**src/hw/rtl/tpc_ram.sv**
```systemverilog
module tpc_ram #(
    parameter int WIDTH = 8,
    parameter int DEPTH = 16
) (
    input  logic                     clk,
    input  logic                     we,
    input  logic [$clog2(DEPTH)-1:0] waddr,
    input  logic [WIDTH-1:0]         wdata,
    input  logic                     re,
    input  logic [$clog2(DEPTH)-1:0] raddr,
    output logic [WIDTH-1:0]         rdata
);

    logic [WIDTH-1:0] mem [DEPTH];
    logic [WIDTH-1:0] rdata_reg;

    always_ff @(posedge clk)
    begin
        if (we)
        begin
            mem[waddr] <= wdata;
        end
        if (re)
        begin
            rdata_reg <= mem[raddr];
        end
    end

    assign rdata = rdata_reg;

endmodule

```
**config.mk**
```make
export PLATFORM = sky130hd
export DESIGN_NAME = tpc_ram
export DESIGN_NICKNAME = d
export VERILOG_FILES = /design/src/hw/rtl/tpc_ram.sv
export SDC_FILE = /design/constraint.sdc
export NUM_CORES = 1
export LEC_CHECK = 0
export BUFFER_PORTS_ARGS = -buffer_cell sky130_fd_sc_hd__clkbuf_2
export CELL_PAD_IN_SITES_DETAIL_PLACEMENT = 0
export CELL_PAD_IN_SITES_GLOBAL_PLACEMENT = 1
export CORE_ASPECT_RATIO = 2
export CORE_MARGIN = 2
export CORE_UTILIZATION = 57
export DETAILED_ROUTE_END_ITERATION = 10
export HOLD_SLACK_MARGIN = 0.05
export PLACE_DENSITY = 0.84
export SKIP_LAST_GASP = 1
export SYNTH_ARGS = -nofsm -noshare
export SYNTH_HDL_FRONTEND = slang
export SYNTH_SLANG_ARGS = --single-unit
```
**constraint.sdc**
```tcl
create_clock -name clk -period 4.6 [get_ports clk]
set_input_delay 1.15 -clock clk [delete_from_list [all_inputs] [get_ports clk]]
set_output_delay 1.15 -clock clk [all_outputs]
set_load 0.02 [all_outputs]
```
==> results.txt <==
Overall routing resource usage: 21.9%
Yosys cell types: 18
Largest delay share family, worst path: multiplexers
Critical path data required time: 4760 ps
CTS buffer count: 17
Final net count: 288
Final Hold Viols: 0
Average size of a mapped cell: 22.8 um^2
Via/cell ratio: 6.26
# IOs: 27
Post-synthesis net count: 248
Clock Skew: 8.77 ps
Placed cell count: 352
Yosys top cell by area: edfxtp_1
DRC viols: 0
Critical path launch point: raddr[0]
HPWL Detailed: 6380 um
CTS-repair resized insts: 0
Worst-path maximum fanout: 32
CP max stage cell: mux4_1
Max FFs per register: 128
Die Y: 139 um
Tcrit/Tclk final: 55.6%
Share of cells above drive strength 1: 28.4%
Clock sink count: 136
Most common cell after layout, fill and taps aside: edfxtp_1
Sequence of cells on the critical path: clkbuf_2 -> buf_4 -> mux4_1 -> a22oi_1 -> nand2_1
Setup violators final: 0
Pins Over Slew Limit: 0
Vias in the first global route: 2,641
Leak: 0.00201 uW
Yosys reg bits: 136
Full die area: 10000 um^2
Unrepaired setup endpoints after global routing: no
Pwr/cell area: 465 nW/um^2
Synth Warn #: 0
PortBufs: 26
RePlAce Congestion: 0.732
Crit. path cell count: 5
Top cells by area, synth: edfxtp_1 78%, mux4_2 7.8%, mux4_1 7.0%
Root buffer cell: clkbuf_16
Grt ovf: 0
Rel. slew slack: 37.2%
Initial antenna violation count: 0
Hold Buf Count CTS: 0
Worst r2r dst: rdata[3]$_DFFE_PP_
WP buf/inv: 2
Critical Path Max Stage Delay: 660 ps
Ant. Diodes: 0
Actual slew at the worst max-slew pin: 938 ps
First-pass GRT wire length: 15,100 um
Routed Antenna Nets: 0
Final TNS setup: 0 ps
Commonest cells after routing, fill and taps aside: 136 x edfxtp_1, 26 x clkbuf_2, 18 x mux4_2
Worst r2r src: mem[1][3]$_DFFE_PP_
Pin count of the biggest net entering global routing: 33
Crit end category: flop
TritonCTS clock tree: yes
Hold Worst Slack: 754 ps
H-tree levels: 4
Startpoint class of the critical path: primary input
Max-Cap Viols: 0
Bufs on Longest Clock Path: 2
WL/cell: 25.2 um
Initial Util: 58.4%
Worst-path clk slew: 60 ps
Maximum VDD drop: 331 uV
Number of setup buffers added after CTS: 0
Multi-input logic area: 1060 um^2
Finished Layout Cells: 384
Max Fclk: 391 MHz
# rows: 49
Worst Setup Path Type: in -> reg
1st-iter DRT viols: 200
Sequential element share of the synthesized area: 78.1%
Register Area: 4080 um^2
Area grow syn2layout: 14.7%
First-pass detailed-route iteration total: 4
Core Area: 8950 um^2
Status: finished, final reports clean
R2r setup slk: 3100 ps
Crit path DAT: 2720 ps
# fillers: 560
Clock Latency Late Sink: 410 ps
Power Total: 2790 uW
Hold crit path type: reg -> reg
Worst setup endpoint: rdata[5]$_DFFE_PP_
Post-Route WL: 9680 um
Post-Syn Area: 5230 um^2
Die X: 71.7 um
Syn Inst Count: 229
R2R cell count: 3
Post-synth top area share: 78.1%
Final worst path period need: 2560 ps
DR vias: 2,402
Post-layout util: 67.0%
-- cells by family after synthesis --
group	share of synthesized area (%)
buffers and inverters	1.65
AO/OA/AOI/OAI	2.30
flip-flops	78.1
AND/OR/NAND/NOR	3.14
multiplexers	14.8
-- how the worst min path moves through the flow --
stage | endpoint | start | slack (ps) | cells after the start
after global placement | rdata[2]$_DFFE_PP_ | mem[15][2]$_DFFE_PP_ | 720 | 3
after detailed placement | rdata[2]$_DFFE_PP_ | mem[14][2]$_DFFE_PP_ | 740 | 3
after global routing | rdata[5]$_DFFE_PP_ | mem[11][5]$_DFFE_PP_ | 780 | 3
final | rdata[1]$_DFFE_PP_ | mem[12][1]$_DFFE_PP_ | 750 | 3
after floorplan | rdata[0]$_DFFE_PP_ | mem[7][0]$_DFFE_PP_ | 700 | 3
after CTS | rdata[2]$_DFFE_PP_ | mem[14][2]$_DFFE_PP_ | 760 | 3
-- worst min-delay path, delay by kind of cell (launching register included) --
kind / cells / cell delay, ps
multiplexers: 1 / 220
flip-flops: 1 / 320
AO/OA/AOI/OAI: 1 / 60
AND/OR/NAND/NOR: 1 / 60
-- area by class of cell --
| cell class | instances | share of cell area (%) |
|---|---|---|
| repair buffers | 31 | 2.80 |
| multi-input cells | 83 | 17.6 |
| clock inverters | 15 | 2.27 |
| flip-flops and latches | 136 | 68.1 |
| clock buffers | 17 | 7.09 |
| well taps | 102 | 2.13 |
-- through the flow --
stage,worst slack [ps],area (um^2)
2_1_floorplan,1960,5230
3_3_place_gp,1650,5440
3_5_place_dp,1600,5440
4_1_cts,2020,6000
5_1_grt,1930,6000
6_report,2040,6000
-- synth_stat cells, drive strengths merged --
master           n
a22oi           16
and2             1
and2b            1
buf              7
clkdlybuf4s25    3
edfxtp         136
mux4            32
nand2            9
nand2b           2
nand3            1
nand3b           2
nor2            13
nor2b            1
nor3             4
or3b             1
-- per-layer routing --
| layer | GRT usage [%] | part of all wire [%] |
|---|---|---|
| met2 | 39.6 | 60 |
| met4 | 8.34 | 0.98 |
| met1 | 23.7 | 34 |
| met5 | 0 | 0 |
| met3 | 5.94 | 4.2 |
-- report_power, final --
group          internal, uW  total (uW)  switching [uW]
Sequential             1400        1410            7.81
Clock                   785        1260             474
Combinational          49.1         123            74.3
Total                  2230        2790             556
No activity file was read; power rests on OpenSTA's default activity.
