### config.mk
export PLATFORM = sky130hd
export DESIGN_NAME = tpc_walker_flat
export DESIGN_NICKNAME = d
export VERILOG_FILES = /design/src/hw/rtl/tpc_pkg.sv /design/src/hw/rtl/tpc_if.sv /design/src/hw/rtl/tpc_walker.sv /design/src/flat_wrapper.sv
export SDC_FILE = /design/constraint.sdc
export NUM_CORES = 2
export LEC_CHECK = 0
export ABC_AREA = 1
export BUFFER_PORTS_ARGS = -buffer_cell sky130_fd_sc_hd__buf_4
export CORE_AREA = 2 2 669 671
export CTS_CLUSTER_SIZE = 28
export DETAILED_ROUTE_END_ITERATION = 16
export DIE_AREA = 0 0 671 673
export GPL_TIMING_DRIVEN = 0
export HOLD_SLACK_MARGIN = 0.02
export PLACE_DENSITY = 0.3
export SKIP_LAST_GASP = 1
export SYNTH_ARGS = -nofsm -noshare
export SYNTH_HDL_FRONTEND = slang
export SYNTH_SLANG_ARGS = --single-unit
### constraint.sdc
create_clock -name clk -period 4.3 [get_ports clk]
set_clock_uncertainty 0.15 [all_clocks]
set_input_delay 0.86 -clock clk [delete_from_list [all_inputs] [get_ports clk]]
set_output_delay 0.86 -clock clk [all_outputs]
set_load 0.02 [all_outputs]
### src/hw/rtl/tpc_pkg.sv
package tpc_pkg;

    // trie shape
    localparam int NODE_COUNT    = 4096;
    localparam int ALPHABET_SIZE = 26;
    localparam int COUNT_BITS    = 20;

    // fixed field widths
    localparam int LETTER_BITS = 5;
    localparam int PREFIX_BITS = 20;

    // derived widths
    localparam int NODE_BITS      = $clog2(NODE_COUNT);
    localparam int FREE_BITS      = $clog2(NODE_COUNT + 1);
    localparam int ALPHA_IDX_BITS = (ALPHABET_SIZE > 1) ? $clog2(ALPHABET_SIZE) : 1;
    localparam int SLOT_BITS      = NODE_BITS + COUNT_BITS;
    localparam int ROW_BITS       = ALPHABET_SIZE * SLOT_BITS;

    localparam logic [COUNT_BITS-1:0]  COUNT_LIMIT = '1;
    localparam logic [PREFIX_BITS-1:0] PREFIX_MAX  = '1;

    typedef enum logic
    {
        OP_INSERT = 1'b0,
        OP_QUERY  = 1'b1
    } op_t;

    typedef enum logic [1:0]
    {
        ST_CLEAR,
        ST_IDLE,
        ST_EXEC
    } walk_state_t;

    typedef struct packed
    {
        logic                 we;
        logic [NODE_BITS-1:0] waddr;
        logic [ROW_BITS-1:0]  wdata;
        logic                 re;
        logic [NODE_BITS-1:0] raddr;
    } ram_req_t;

    typedef struct packed
    {
        logic                   valid;
        logic [PREFIX_BITS-1:0] prefix_count;
        logic                   found;
        logic                   pool_full;
    } result_t;

    // position of a letter's slot inside a node row
    function automatic logic [ALPHA_IDX_BITS-1:0] slot_index(input logic [LETTER_BITS-1:0] ltr);
        return ALPHA_IDX_BITS'(ltr);
    endfunction

    // clamp a node count to the reported field
    function automatic logic [PREFIX_BITS-1:0] report_count(input logic [COUNT_BITS-1:0] cnt);
        logic [COUNT_BITS+PREFIX_BITS-1:0] wide;
        wide = (COUNT_BITS + PREFIX_BITS)'(cnt);
        if (wide > (COUNT_BITS + PREFIX_BITS)'(PREFIX_MAX))
        begin
            return PREFIX_MAX;
        end
        return PREFIX_BITS'(wide);
    endfunction

endpackage

### src/hw/rtl/tpc_if.sv
interface tpc_letter_if;
    logic                                valid;
    logic                                ready;
    tpc_pkg::op_t                        op;
    logic [tpc_pkg::LETTER_BITS-1:0]     letter;
    logic                                word_end;

    modport source (output valid, output op, output letter, output word_end, input ready);
    modport sink   (input valid, input op, input letter, input word_end, output ready);
endinterface


### src/hw/rtl/tpc_walker.sv
module tpc_walker (
    input  logic                          clk,
    input  logic                          rst_n,
    tpc_letter_if.sink                    letters,
    output tpc_pkg::ram_req_t             ram_req,
    input  logic [tpc_pkg::ROW_BITS-1:0]  ram_rdata,
    input  logic                          out_free,
    output tpc_pkg::result_t              result
);
    import tpc_pkg::*;

    walk_state_t state_reg, state_next;

    logic [NODE_BITS-1:0]   clr_addr_reg, clr_addr_next;
    logic [NODE_BITS-1:0]   walk_node_reg, walk_node_next;
    logic [FREE_BITS-1:0]   next_free_reg, next_free_next;
    logic                   missed_reg, missed_next;
    logic                   ovf_reg, ovf_next;

    // captured item
    op_t                    op_reg;
    logic [LETTER_BITS-1:0] letter_reg;
    logic                   end_reg;

    logic                      accept;
    logic                      fire;
    logic                      clr_last;
    logic                      bad_letter;
    logic                      pool_empty;
    logic [ALPHA_IDX_BITS-1:0] sel_idx;
    logic [SLOT_BITS-1:0]      slot_old;
    logic [NODE_BITS-1:0]      link_old;
    logic [COUNT_BITS-1:0]     cnt_old;
    logic [NODE_BITS-1:0]      step_node;
    logic [COUNT_BITS-1:0]     step_cnt;
    logic                      step_missed;
    logic                      step_ovf;
    logic                      step_write;
    logic                      step_alloc;
    logic [ROW_BITS-1:0]       row_new;

    assign accept   = letters.valid && letters.ready;
    assign fire     = (state_reg == ST_EXEC) && (!end_reg || out_free);
    assign clr_last = (clr_addr_reg == NODE_BITS'(NODE_COUNT - 1));

    // next state
    always_comb
    begin
        state_next = state_reg;
        case (state_reg)
            ST_CLEAR:
            begin
                if (clr_last)
                begin
                    state_next = ST_IDLE;
                end
            end
            ST_IDLE:
            begin
                if (accept)
                begin
                    state_next = ST_EXEC;
                end
            end
            ST_EXEC:
            begin
                if (fire)
                begin
                    state_next = ST_IDLE;
                end
            end
            default:
            begin
                state_next = ST_CLEAR;
            end
        endcase
    end

    // one letter step against the row just read
    always_comb
    begin
        bad_letter = int'(letter_reg) >= ALPHABET_SIZE;
        pool_empty = next_free_reg >= FREE_BITS'(NODE_COUNT);
        sel_idx    = bad_letter ? '0 : slot_index(letter_reg);
        slot_old   = ram_rdata[sel_idx * SLOT_BITS +: SLOT_BITS];
        link_old   = slot_old[SLOT_BITS-1:COUNT_BITS];
        cnt_old    = slot_old[COUNT_BITS-1:0];

        step_node   = walk_node_reg;
        step_cnt    = '0;
        step_missed = missed_reg;
        step_ovf    = ovf_reg;
        step_write  = 1'b0;
        step_alloc  = 1'b0;

        if (!missed_reg)
        begin
            if (bad_letter)
            begin
                step_missed = 1'b1;
            end
            else if (link_old == '0)
            begin
                if (op_reg == OP_QUERY)
                begin
                    step_missed = 1'b1;
                end
                else if (pool_empty)
                begin
                    step_missed = 1'b1;
                    step_ovf    = 1'b1;
                end
                else
                begin
                    step_alloc = 1'b1;
                    step_write = 1'b1;
                    step_node  = NODE_BITS'(next_free_reg);
                    step_cnt   = COUNT_BITS'(1);
                end
            end
            else
            begin
                step_node = link_old;
                step_cnt  = cnt_old;
                if (op_reg == OP_INSERT && cnt_old < COUNT_LIMIT)
                begin
                    step_write = 1'b1;
                    step_cnt   = cnt_old + COUNT_BITS'(1);
                end
            end
        end

        row_new = ram_rdata;
        row_new[sel_idx * SLOT_BITS +: SLOT_BITS] = {step_node, step_cnt};
    end

    // outputs and register updates
    always_comb
    begin
        letters.ready = (state_reg == ST_IDLE);

        ram_req.re    = accept;
        ram_req.raddr = walk_node_reg;
        ram_req.we    = 1'b0;
        ram_req.waddr = walk_node_reg;
        ram_req.wdata = row_new;

        clr_addr_next  = clr_addr_reg;
        walk_node_next = walk_node_reg;
        next_free_next = next_free_reg;
        missed_next    = missed_reg;
        ovf_next       = ovf_reg;

        result.valid        = fire && end_reg;
        result.found        = !step_missed;
        result.pool_full    = step_ovf;
        result.prefix_count = step_missed ? '0 : report_count(step_cnt);

        case (state_reg)
            ST_CLEAR:
            begin
                ram_req.we    = 1'b1;
                ram_req.waddr = clr_addr_reg;
                ram_req.wdata = '0;
                clr_addr_next = clr_addr_reg + NODE_BITS'(1);
            end
            ST_EXEC:
            begin
                if (fire)
                begin
                    ram_req.we = step_write;
                    if (step_alloc)
                    begin
                        next_free_next = next_free_reg + FREE_BITS'(1);
                    end
                    if (end_reg)
                    begin
                        walk_node_next = '0;
                        missed_next    = 1'b0;
                        ovf_next       = 1'b0;
                    end
                    else
                    begin
                        walk_node_next = step_node;
                        missed_next    = step_missed;
                        ovf_next       = step_ovf;
                    end
                end
            end
            default:
            begin
            end
        endcase
    end

    always_ff @(posedge clk or negedge rst_n)
    begin
        if (!rst_n)
        begin
            state_reg     <= ST_CLEAR;
            clr_addr_reg  <= '0;
            walk_node_reg <= '0;
            next_free_reg <= FREE_BITS'(1);
            missed_reg    <= 1'b0;
            ovf_reg       <= 1'b0;
        end
        else
        begin
            state_reg     <= state_next;
            clr_addr_reg  <= clr_addr_next;
            walk_node_reg <= walk_node_next;
            next_free_reg <= next_free_next;
            missed_reg    <= missed_next;
            ovf_reg       <= ovf_next;
        end
    end

    always_ff @(posedge clk)
    begin
        if (accept)
        begin
            op_reg     <= letters.op;
            letter_reg <= letters.letter;
            end_reg    <= letters.word_end;
        end
    end

    // read and write port never used in the same cycle
    assert property (@(posedge clk) disable iff (!rst_n) !(ram_req.re && ram_req.we))
        else $error("tpc_walker: read and write issued together");

    // the walk always sits on an allocated node
    assert property (@(posedge clk) disable iff (!rst_n) walk_node_reg < NODE_BITS'(next_free_reg)
                     || next_free_reg >= FREE_BITS'(NODE_COUNT))
        else $error("tpc_walker: walk node not yet allocated");

    // a word result returns the walk to the root
    assert property (@(posedge clk) disable iff (!rst_n)
                     result.valid |=> walk_node_reg == '0 && !missed_reg && !ovf_reg)
        else $error("tpc_walker: walk not reset after word end");

    // the allocator only grows by one per step and never past the pool
    assert property (@(posedge clk) disable iff (!rst_n)
                     next_free_reg <= FREE_BITS'(NODE_COUNT)
                     && (next_free_reg == $past(next_free_reg)
                         || next_free_reg == $past(next_free_reg) + FREE_BITS'(1)))
        else $error("tpc_walker: allocator moved unexpectedly");

endmodule

### src/flat_wrapper.sv
// flat-port wrapper written by rule: the top's interface ports become plain ports
module tpc_walker_flat import tpc_pkg::*;
  (clk, rst_n, ram_req, ram_rdata, out_free, result, letters_valid, letters_op, letters_letter, letters_word_end, letters_ready);
  tpc_letter_if letters_i ();
  input  logic clk;
  input  logic rst_n;
  output tpc_pkg::ram_req_t ram_req;
  input  logic [tpc_pkg::ROW_BITS-1:0] ram_rdata;
  input  logic out_free;
  output tpc_pkg::result_t result;
  input wire logic [$bits(letters_i.valid)-1:0] letters_valid;
  input wire logic [$bits(letters_i.op)-1:0] letters_op;
  input wire logic [$bits(letters_i.letter)-1:0] letters_letter;
  input wire logic [$bits(letters_i.word_end)-1:0] letters_word_end;
  output wire logic [$bits(letters_i.ready)-1:0] letters_ready;
  assign letters_i.valid = letters_valid;
  assign letters_i.op = letters_op;
  assign letters_i.letter = letters_letter;
  assign letters_i.word_end = letters_word_end;
  assign letters_ready = letters_i.ready;
  tpc_walker u_core (.clk(clk), .rst_n(rst_n), .letters(letters_i), .ram_req(ram_req), .ram_rdata(ram_rdata), .out_free(out_free), .result(result));
endmodule
==> flow_summary_export.csv <==
group,metric,value,unit
grt,antenna_found_initial,340,
grt,grt_pass1_wl,887000,um
finish,final_cell_area,0.0585,mm^2
detailed_routing,ant_nets,0,
placed_design,dp_hpwl,699000,um
worst_setup_path,cp_slowest_stage_delay,620,ps
run_status,status,"complete, but fails checks",
clocking,clockBufferDepth,2,
grt,overflow,0,
clocking,cts_tree,"yes",
sta,fmax,150,MHz
finish,fillers,52600,
hold_path,worstHoldPathCells,1,
detailed_routing,firstDrtPassIters,6,
sta,setup_slack,-2370,ps
worst_setup_path,worst_ep_required_time,3290,ps
detailed_routing,vias,58200,
grt,grt_max_degree,42,
hold_path,worstHoldStart,"u_core.clr_addr_reg[11]",
sta,post-route-min-period,6670,ps
finish,postLayoutCoreUtil,13.2,%
sta,tightest_slew,1640,ps
sta,hold_viol,0,
worst_setup_path,setup.worst_path.end_class,"primary output",
synthesis,synthXorXnorAreaFrac,1.08,%
sta,rsz0062_at_grt,"true",
detailed_routing,viasPerCell,4.22,
synthesis,synth-adder-area-share,0.234,%
worst_setup_path,critPathMostFrequentCell,"buf_12",
synthesis,synth_seq_cells,48,
floorplan,die_area,0.452,mm^2
power,p_leak,24.6,nW
clocking,clkSinkCount,48,
worst_setup_path,path_class,"register to primary output",
worst_setup_path,crit_path_start_kind,"register",
power,total_power,3.81,mW
grt,grt_pass1_vias,54400,
floorplan,start_util,6.01,%
finish,synthToLayoutAreaGrowth,119,%
worst_setup_path,startpoint,"u_core.letter_reg[0]",
sta,fin_crit_sh,155,%
synthesis,netlist_instances,5579,
finish,largest_register_ffs,13,
synthesis,netlist_area,0.0267,mm^2
clocking,cts_root_buf,"clkbuf_16",
sta,finalMaxSlewViolations,109,
synthesis,syn_area_per_cell,4.79,um^2
synthesis,synth_compound_area_share,34.2,%
synthesis,yosysTopAreaCell,"nand2_1",
finish,instances_no_fill,13800,
worst_setup_path,critPathMaxFanout,10,
synthesis,synth_top_area_share,17.4,%
clocking,cts-htree-levels,2,
synthesis,synth-edff-count,7,
run_status,failed_checks,"max-capacitance violations, max-slew violations, negative setup slack",
grt,grt_usage,32.5,%
power,peakVddDrop,141,uV
hold_path,hp-class,"register to register",
synthesis,synth_fp_nets,6427,
detailed_routing,wl_per_cell,55.9,um
finish,layout_common_cells,"buf_4 (1869), nand2_1 (1105), o21ai_0 (894), nand3_1 (494), nor2_1 (463)",
synthesis,ys_types,48,
synthesis,synth-seq-area-share,4.63,%
placed_design,place.gp.congestion,1.02,
floorplan,row_count,245,
worst_setup_path,cp.arrival,5660,ps
synthesis,ys.flop_type,"dfrtp_1",
worst_setup_path,cp_slowest_cell,"edfxtp_1",
synthesis,ys_top_cells_by_area,"nand2_1 (17%), o21ai_0 (17%), a21oi_1 (13%)",
finish,finalNetCount,8510,
floorplan,core-area,0.444,mm^2
worst_setup_path,rrSetupSlack,-1010,ps
run,max-cap-violations,10,
detailed_routing,wl,770000,um
synthesis,synth_mux_area_share,0.0422,%
synthesis,yosys_warnings,0,
floorplan,io-pin-count,1725,
placed_design,placedCellCount,13200,
finish,drive_above_1_share,42.8,%
worst_setup_path,r2r_start,"u_core.letter_reg[0]",
placed_design,placed_cell_area,0.0488,mm^2
hold_path,min_to,"u_core.clr_addr_reg[11]",
clocking,cts_hold_buffers,0,
detailed_routing,remaining_drc_errors,0,
clocking,clock_latency,340,ps
floorplan,die_w,671,um
worst_setup_path,reg2regPathDepth,23,
worst_setup_path,r2r-end,"u_core.next_free_reg[11]",
finish,layout_commonest_cell,"buf_4",
detailed_routing,first_iter_violations,7811,
power,p_per_area,65.1,mW/mm^2
synthesis,synth_top_family_by_area,"simple AND/OR/NAND/NOR gates",
clocking,path_clk_slew,90,ps
sta,slew_headroom,-9.56,%
synthesis,yosys.area_share.simple,45.3,%
synthesis,synthArstFlopShare,85.4,%
floorplan,die_y,673,um
placed_design,place.port_buffers,1724,
clocking,cts_buffers,5,
sta,finalSetupViolations,876,
## cell families after synthesis
group | count (synthesis)
simple gates | 2790
compound gates | 1762
buf+inv | 940
flops | 48
xor+xnor | 33
fa+ha+maj | 5
mux | 1
## cell usage after synthesis (13+ instances only)
cell type  instances
nand2_1         1239
a21oi_1          704
or2_2             23
inv_1            373
nor2_1           654
nand4_1          152
dfrtp_1           40
clkbuf_1         335
o2111ai_1         16
buf_1             81
inv_2             13
nand3_1          625
nor3_1            16
xor2_1            25
nand3_2           14
buf_2             76
nor2_4            13
o211ai_1          60
buf_6             16
o21a_1            23
clkinv_1          15
o21ai_0          926
buf_4             29
nor2_2            21
## report_power, final
group          internal (mW)  switching (mW)
clock network          0.338           0.265
registers              0.545           0.166
logic                  0.874            1.62
## metrics by stage
step                       TNS, ps  hold slack, ps  setup WS (ps)
after floorplan            -182080             313           -359
after global placement    -3784350             353          -5840
after detailed placement  -3596220             350          -5590
after CTS                 -1614380             368          -2210
after global routing      -1691870             384          -2280
final                     -1716810             371          -2370
## how the worst max path moves through the flow
stage                               to
final                     ram_req[376]
after global routing      ram_req[589]
after CTS                 ram_req[109]
after detailed placement  ram_req[543]
after global placement    ram_req[428]
after floorplan           ram_req[181]
## critical path, delay by kind of cell, from the launching register on
family / cells / cell delay, ps
DFF: 1 / 620
AOI/OAI and AO/OA: 3 / 1190
and+or+nand+nor: 12 / 1810
adders and majority gates: 1 / 210
buffers and inverters: 9 / 1400
## metal layers
| metal | vias to the layer above | share of wire (%) | global-route usage (%) | wire length (um) |
|---|---|---|---|---|
| met5 | - | 0.13 | 0.500 | 1020 |
| met4 | 114 | 7.6 | 21.0 | 58900 |
| met3 | 1145 | 12 | 15.0 | 91600 |
| met2 | 4017 | 44 | 50.8 | 337000 |
| met1 | 29700 | 37 | 35.3 | 282000 |
| li1 | 23200 | - | - | - |
## cell type report
| cell class | count | area, um^2 | share of cell area (%) |
|---|---|---|---|
| multi-input cells | 4592 | 26700 | 45.6 |
| repair buffers | 2076 | 17300 | 29.5 |
| well taps | 5928 | 7420 | 12.7 |
| plain buffers | 537 | 3620 | 6.18 |
| inverters | 402 | 1630 | 2.78 |
| flip-flops and latches | 48 | 1240 | 2.11 |
| diodes | 196 | 490 | 0.838 |
| clock buffers | 5 | 125 | 0.214 |
| clock inverters | 3 | 68.8 | 0.118 |
## timing repair
| item | in CTS | in global routing |
|---|---|---|
| endpoints found under the setup margin | 883 | 879 |
| resized for setup | 1042 | 473 |
| cloned | 4 | 2 |
| setup buffers | 242 | 91 |
| pin swaps | 129 | 127 |
Note: power is estimated with default switching activity, not from simulation.
